## src/hdl/rmq_pkg.sv

```systemverilog
// Shared types and constants for the rotation matrix to quaternion converter.
package rmq_pkg;

    localparam int SQ_STAGES  = 16;
    localparam int SQ_STEPS   = 2;
    localparam int DIV_STAGES = 16;
    localparam int DIV_STEPS  = 2;

    localparam logic [31:0] ONE_Q30 = 32'h4000_0000;

    localparam logic [1:0] CASE_X  = 2'd0;
    localparam logic [1:0] CASE_Y  = 2'd1;
    localparam logic [1:0] CASE_Z  = 2'd2;
    localparam logic [1:0] CASE_ID = 2'd3;

    typedef struct packed {
        logic signed [31:0] r00;
        logic signed [31:0] r01;
        logic signed [31:0] r02;
        logic signed [31:0] r10;
        logic signed [31:0] r11;
        logic signed [31:0] r12;
        logic signed [31:0] r20;
        logic signed [31:0] r21;
        logic signed [31:0] r22;
    } mat_t;

    typedef struct packed {
        logic signed [31:0] out_w;
        logic signed [31:0] out_x;
        logic signed [31:0] out_y;
        logic signed [31:0] out_z;
        logic [1:0]         branch_case;
    } quat_t;

    // Travels beside the norm through the square root and the dividers.
    typedef struct packed {
        logic [1:0]       sel;
        logic [3:0]       neg;
        logic [3:0][30:0] mag;
    } side_t;

endpackage

```

## src/hdl/rmq_sqrt.sv

```systemverilog
// Pipelined 64-bit integer square root, two result bits per stage.
module rmq_sqrt (
    input  logic           clk,
    input  logic           rst_n,
    input  logic           in_valid,
    input  logic [63:0]    radicand,
    input  rmq_pkg::side_t in_side,
    output logic           out_valid,
    output logic [31:0]    root,
    output rmq_pkg::side_t out_side
);
    import rmq_pkg::*;

    logic        vld_cur  [0:SQ_STAGES-1];
    logic [63:0] x_cur    [0:SQ_STAGES-1];
    logic [34:0] rem_cur  [0:SQ_STAGES-1];
    logic [31:0] root_cur [0:SQ_STAGES-1];
    side_t       side_cur [0:SQ_STAGES-1];

    logic [63:0] x_next    [0:SQ_STAGES-1];
    logic [34:0] rem_next  [0:SQ_STAGES-1];
    logic [31:0] root_next [0:SQ_STAGES-1];

    logic        vld_reg  [0:SQ_STAGES-1];
    logic [63:0] x_reg    [0:SQ_STAGES-1];
    logic [34:0] rem_reg  [0:SQ_STAGES-1];
    logic [31:0] root_reg [0:SQ_STAGES-1];
    side_t       side_reg [0:SQ_STAGES-1];

    for (genvar s = 0; s < SQ_STAGES; s++) begin : g_stage
        if (s == 0) begin : g_first
            assign vld_cur[s]  = in_valid;
            assign x_cur[s]    = radicand;
            assign rem_cur[s]  = '0;
            assign root_cur[s] = '0;
            assign side_cur[s] = in_side;
        end else begin : g_rest
            assign vld_cur[s]  = vld_reg[s-1];
            assign x_cur[s]    = x_reg[s-1];
            assign rem_cur[s]  = rem_reg[s-1];
            assign root_cur[s] = root_reg[s-1];
            assign side_cur[s] = side_reg[s-1];
        end

        always_comb
        begin : step
            logic [34:0] r;
            logic [31:0] q;
            logic [63:0] xx;
            logic [33:0] trial;
            r  = rem_cur[s];
            q  = root_cur[s];
            xx = x_cur[s];
            for (int k = 0; k < SQ_STEPS; k++)
            begin
                r     = {r[32:0], xx[63:62]};
                xx    = {xx[61:0], 2'b00};
                trial = {q, 2'b01};
                if (r >= {1'b0, trial})
                begin
                    r = r - {1'b0, trial};
                    q = {q[30:0], 1'b1};
                end
                else
                begin
                    q = {q[30:0], 1'b0};
                end
            end
            rem_next[s]  = r;
            root_next[s] = q;
            x_next[s]    = xx;
        end

        always_ff @(posedge clk or negedge rst_n)
        begin
            if (!rst_n)
                vld_reg[s] <= 1'b0;
            else
                vld_reg[s] <= vld_cur[s];
        end

        always_ff @(posedge clk)
        begin
            x_reg[s]    <= x_next[s];
            rem_reg[s]  <= rem_next[s];
            root_reg[s] <= root_next[s];
            side_reg[s] <= side_cur[s];
        end
    end

    assign out_valid = vld_reg[SQ_STAGES-1];
    assign root      = root_reg[SQ_STAGES-1];
    assign out_side  = side_reg[SQ_STAGES-1];

endmodule

```

## config.mk

```make
export PLATFORM = sky130hd
export DESIGN_NAME = rmq_sqrt
export DESIGN_NICKNAME = d
export VERILOG_FILES = /design/src/hdl/rmq_pkg.sv /design/src/hdl/rmq_sqrt.sv
export SDC_FILE = /design/constraint.sdc
export NUM_CORES = 2
export LEC_CHECK = 0
export BUFFER_PORTS_ARGS = -buffer_cell sky130_fd_sc_hd__clkbuf_2
export CORE_ASPECT_RATIO = 1.25
export CORE_UTILIZATION = 45
export CTS_BUF_LIST = sky130_fd_sc_hd__clkbuf_16
export CTS_CLUSTER_DIAMETER = 150
export DETAILED_ROUTE_END_ITERATION = 8
export GPL_ROUTABILITY_DRIVEN = 0
export PLACE_DENSITY = 0.71
export SLEW_MARGIN = 20
export SYNTH_ARGS = -nofsm -noshare
export SYNTH_HDL_FRONTEND = slang
export SYNTH_MEMORY_MAX_BITS = 65536
export SYNTH_SLANG_ARGS = --single-unit
```

## constraint.sdc

```tcl
create_clock -name clk -period 11.41 [get_ports clk]
set_clock_uncertainty 0.2 [all_clocks]
set_input_delay 0 -clock clk [delete_from_list [all_inputs] [get_ports clk]]
set_output_delay 0 -clock clk [all_outputs]
set_load 0.05 [all_outputs]
```

==> reports/metrics.yaml <==
area_growth_pct: 17.97
rows: 202
postRouteAntennaNets: 0
rr_worst_depth: 22
end_kind: "flip-flop"
synth_mux_area_share_pct: 0.8567
drc: 0
largest_reg_flops: 2080
status: "complete, no violations"
setup_violations: 0
min_path_type: "flip-flop to flip-flop"
peakVddDrop_mv: 0.2045
cts.sinks: 3321
p_comb_share_pct: 19.0
synth_edf_count: 0
finalWirelength_um: 246800
place_ws_ns: 3.734
vias: 75800
drive_gt1_share_pct: 9.566
clock_latency_ns: 0.85
yosysTopAreaCellShare_pct: 59.92
ys_ff_latch: 3321
grt_util_all_layers_pct: 19.15
reg2reg_slack_ns: 3.49
yosys.area_share.simple_pct: 11.97
finalHoldViolCount: 0
synth_area_leader_cell: "dfxtp_1"
root_buffer: "clkbuf_16"
clkPwrFrac_pct: 35.5
path_class: "flip-flop to flip-flop"
die_h_um: 555.8
slew-limit-headroom_pct: 27.58
cp-start-kind: "flip-flop"
power_density_nw_per_um2: 228.1
synth-xor-area-share_pct: 6.012
die-area_um2: 247400
synth-compound-area-share_pct: 12.18
via_per_inst: 5.218
synth_top_family_by_area: "compound AO/OA/AOI/OAI gates"
synth_area_per_cell_um2: 10.89
seqPwrFrac_pct: 45.5
synth_common_cells: "dfxtp_1 (3305), nor2_1 (699), a21oi_1 (674), nand2_1 (591), ha_1 (557)"
grtUsageMet1_pct: 20.37
setup_ws_ns: 3.487
wl_per_cell_um: 16.99
fmax_ghz: 0.1262
synth_fa_ha_area_share_pct: 6.312
cellInternalPower_w: 0.02118
drv_slew: 0
worst_pin_slew_ns: 1.080
power_switching_w: 0.008535
crit_arrival_ns: 8.39
cts_buffers: 314
first_iter_violations: 5643
coreArea_um2: 243100
r2r-start: "rem_reg[0][230]"
grt_pass1_vias: 75900
seq_area_frac_synth_pct: 60.28
cp_data_required_time_ns: 11.88
r2r_end: "rem_reg[0][271]"
cap_violations: 0
met3_usage_pct: 3.143
overflow: 0
grt_pass1_wl_um: 387700
cellLeakagePower_nw: 58.01
numPortBuffers: 359
setup_tns_ns: 0
grt-busiest-layer: "met2"
grt_max_degree: 60
cts-resized-gates: 0
antenna_found_initial: 8
switching_share_pct: 28.72
yosysWarnings: 0
crit_path_end: "rem_reg[0][271]"
path_clk_slew_ns: 0.07
cts_buffer_depth: 4
whs_ns: 0.08011
dpl.hpwl_um: 175100
power_w: 0.02972
netlist-cell-type-count: 102
die_w_um: 445.1
synthTopCellsByArea: "dfxtp_1 (60%), ha_1 (6.3%), xnor2_1 (3.7%)"
synthCells: 10140
post-route-period-util_pct: 69.44
firstDrtPassIters: 8
layout.nets: 11760
crit_path_max_fanout: 33
io_pins: 360
ys_async_sr_fraction_pct: 0.4818
yosysMostFrequentCell: "dfxtp_1"
cts_htree_levels: 5
ys.flop_type: "dfxtp_1"
cts_tree: "done"
rsz0062_at_grt: "false"
use_met2_pct: 35.26
start_util_pct: 45.41
syn_area_um2: 110400
cp-startpoint: "rem_reg[0][230]"
fin_crit_ns: 7.923
-- power groups by stage --
stage,Combinational [W],Clock [W],Sequential (W)
after CTS,0.00552,0.0109,0.0135
after floorplan,0.00420,0,0.0135
after global routing,0.00616,0.0114,0.0136
after global placement,0.00521,0,0.0137
final,0.00563,0.0106,0.0135
after detailed placement,0.00538,0,0.0137
-- timing repair --
action | 4_1_cts | 5_1_grt
setup buffers | 0 | 0
endpoints found under the hold margin | 220 | 0
hold buffers | 395 | 0
-- placed cells by master (no fill, tap or decap), types with 60 or more instances in the layout --
| cell type | synthesis | layout |
|---|---|---|
| dfxtp_1 | 3305 | 3305 |
| nor2_1 | 699 | 698 |
| a21oi_1 | 674 | 674 |
| nand2_1 | 591 | 590 |
| ha_1 | 557 | 557 |
| inv_1 | 448 | 480 |
| xnor2_1 | 471 | 471 |
| o21ai_0 | 417 | 417 |
| dlygate4sd3_1 | 0 | 395 |
| clkbuf_2 | 0 | 359 |
| clkbuf_16 | 0 | 319 |
| xor2_1 | 287 | 287 |
| a21o_1 | 278 | 278 |
| nor3_1 | 220 | 220 |
| nand3_1 | 196 | 195 |
| nor4_1 | 108 | 106 |
| nand4_1 | 105 | 105 |
| or3_1 | 96 | 96 |
| nor2b_1 | 91 | 91 |
| o21a_1 | 84 | 84 |
| nand2b_1 | 80 | 80 |
| and3_1 | 76 | 76 |
| o21bai_1 | 71 | 71 |
| a31oi_1 | 69 | 68 |
| mux2_2 | 68 | 68 |
| o31ai_1 | 66 | 66 |
| or2_2 | 63 | 63 |
| a211oi_1 | 60 | 60 |
-- through the flow --
stage / instance area [um2] / utilization, % / cells
global route: 130300 / 53.57 / 14530
floorplan: 110400 / - / 10140
detailed placement: 115700 / 47.57 / 13560
global placement: 115700 / 47.57 / 13560
finish: 130300 / 53.57 / 14530
CTS: 130200 / 53.57 / 14520
-- cells by family (layout without fill, tap and decap cells) --
family | after synthesis | in the layout
compound gates | 2104 | 2104
xor+xnor | 758 | 758
fa+ha+maj | 557 | 557
buf+inv | 693 | 1812
flops | 3321 | 3321
mux | 86 | 86
other cells | 1 | 7
simple gates | 2618 | 2618
-- critical path, cell delays in order (launching register included) --
cell	delay, ns
dfxtp_1	0.33
or4_1	0.63
or4_1	0.52
or4_1	0.48
nor3_1	0.45
nand2_1	0.67
inv_2	0.72
nand2_1	0.14
nand2_1	0.11
ha_1	0.29
a21oi_1	0.19
o21bai_1	0.10
a21o_1	0.19
a221o_1	0.34
a21oi_1	0.19
nand2b_1	0.07
o211ai_1	0.23
o21ai_0	0.22
nor4_4	0.67
inv_2	0.42
nand2_1	0.32
nor4_1	0.10
xor2_1	0.17
-- per-layer routing --
metal	up-vias	share of wire [%]	routed length, um
met5	-	0.11	263
met4	8	6.2	15290
met3	889	5.3	13200
met2	2792	50	123900
met1	35130	38	94190
li1	36990	-	-
-- worst min path at each step --
stage | from | to | slack [ns] | depth (start not counted)
2_1_floorplan | rst_n | out_valid | -0.50 | 0
3_3_place_gp | rst_n | out_valid | -0.27 | 1
3_5_place_dp | rst_n | out_valid | -0.26 | 1
4_1_cts | radicand[54] | x_reg[0][54] | 0.03 | 3
5_1_grt | radicand[52] | x_reg[0][52] | 0.05 | 3
6_report | side_reg[0][709] | side_reg[0][839] | 0.08 | 0
-- cell type report --
cell class / instances / area [um2]
Clock buffer: 319 / 7983
Tap cell: 3264 / 4084
Sequential cell: 3321 / 66560
Fill cell: 20440 / 112900
Timing Repair Buffer: 786 / 5991
Inverter: 458 / 1719
Antenna cell: 4 / 10.01
Multi-Input combinational cell: 6126 / 41270
Clock inverter: 249 / 2636
Note: power is estimated with default switching activity, not from simulation.
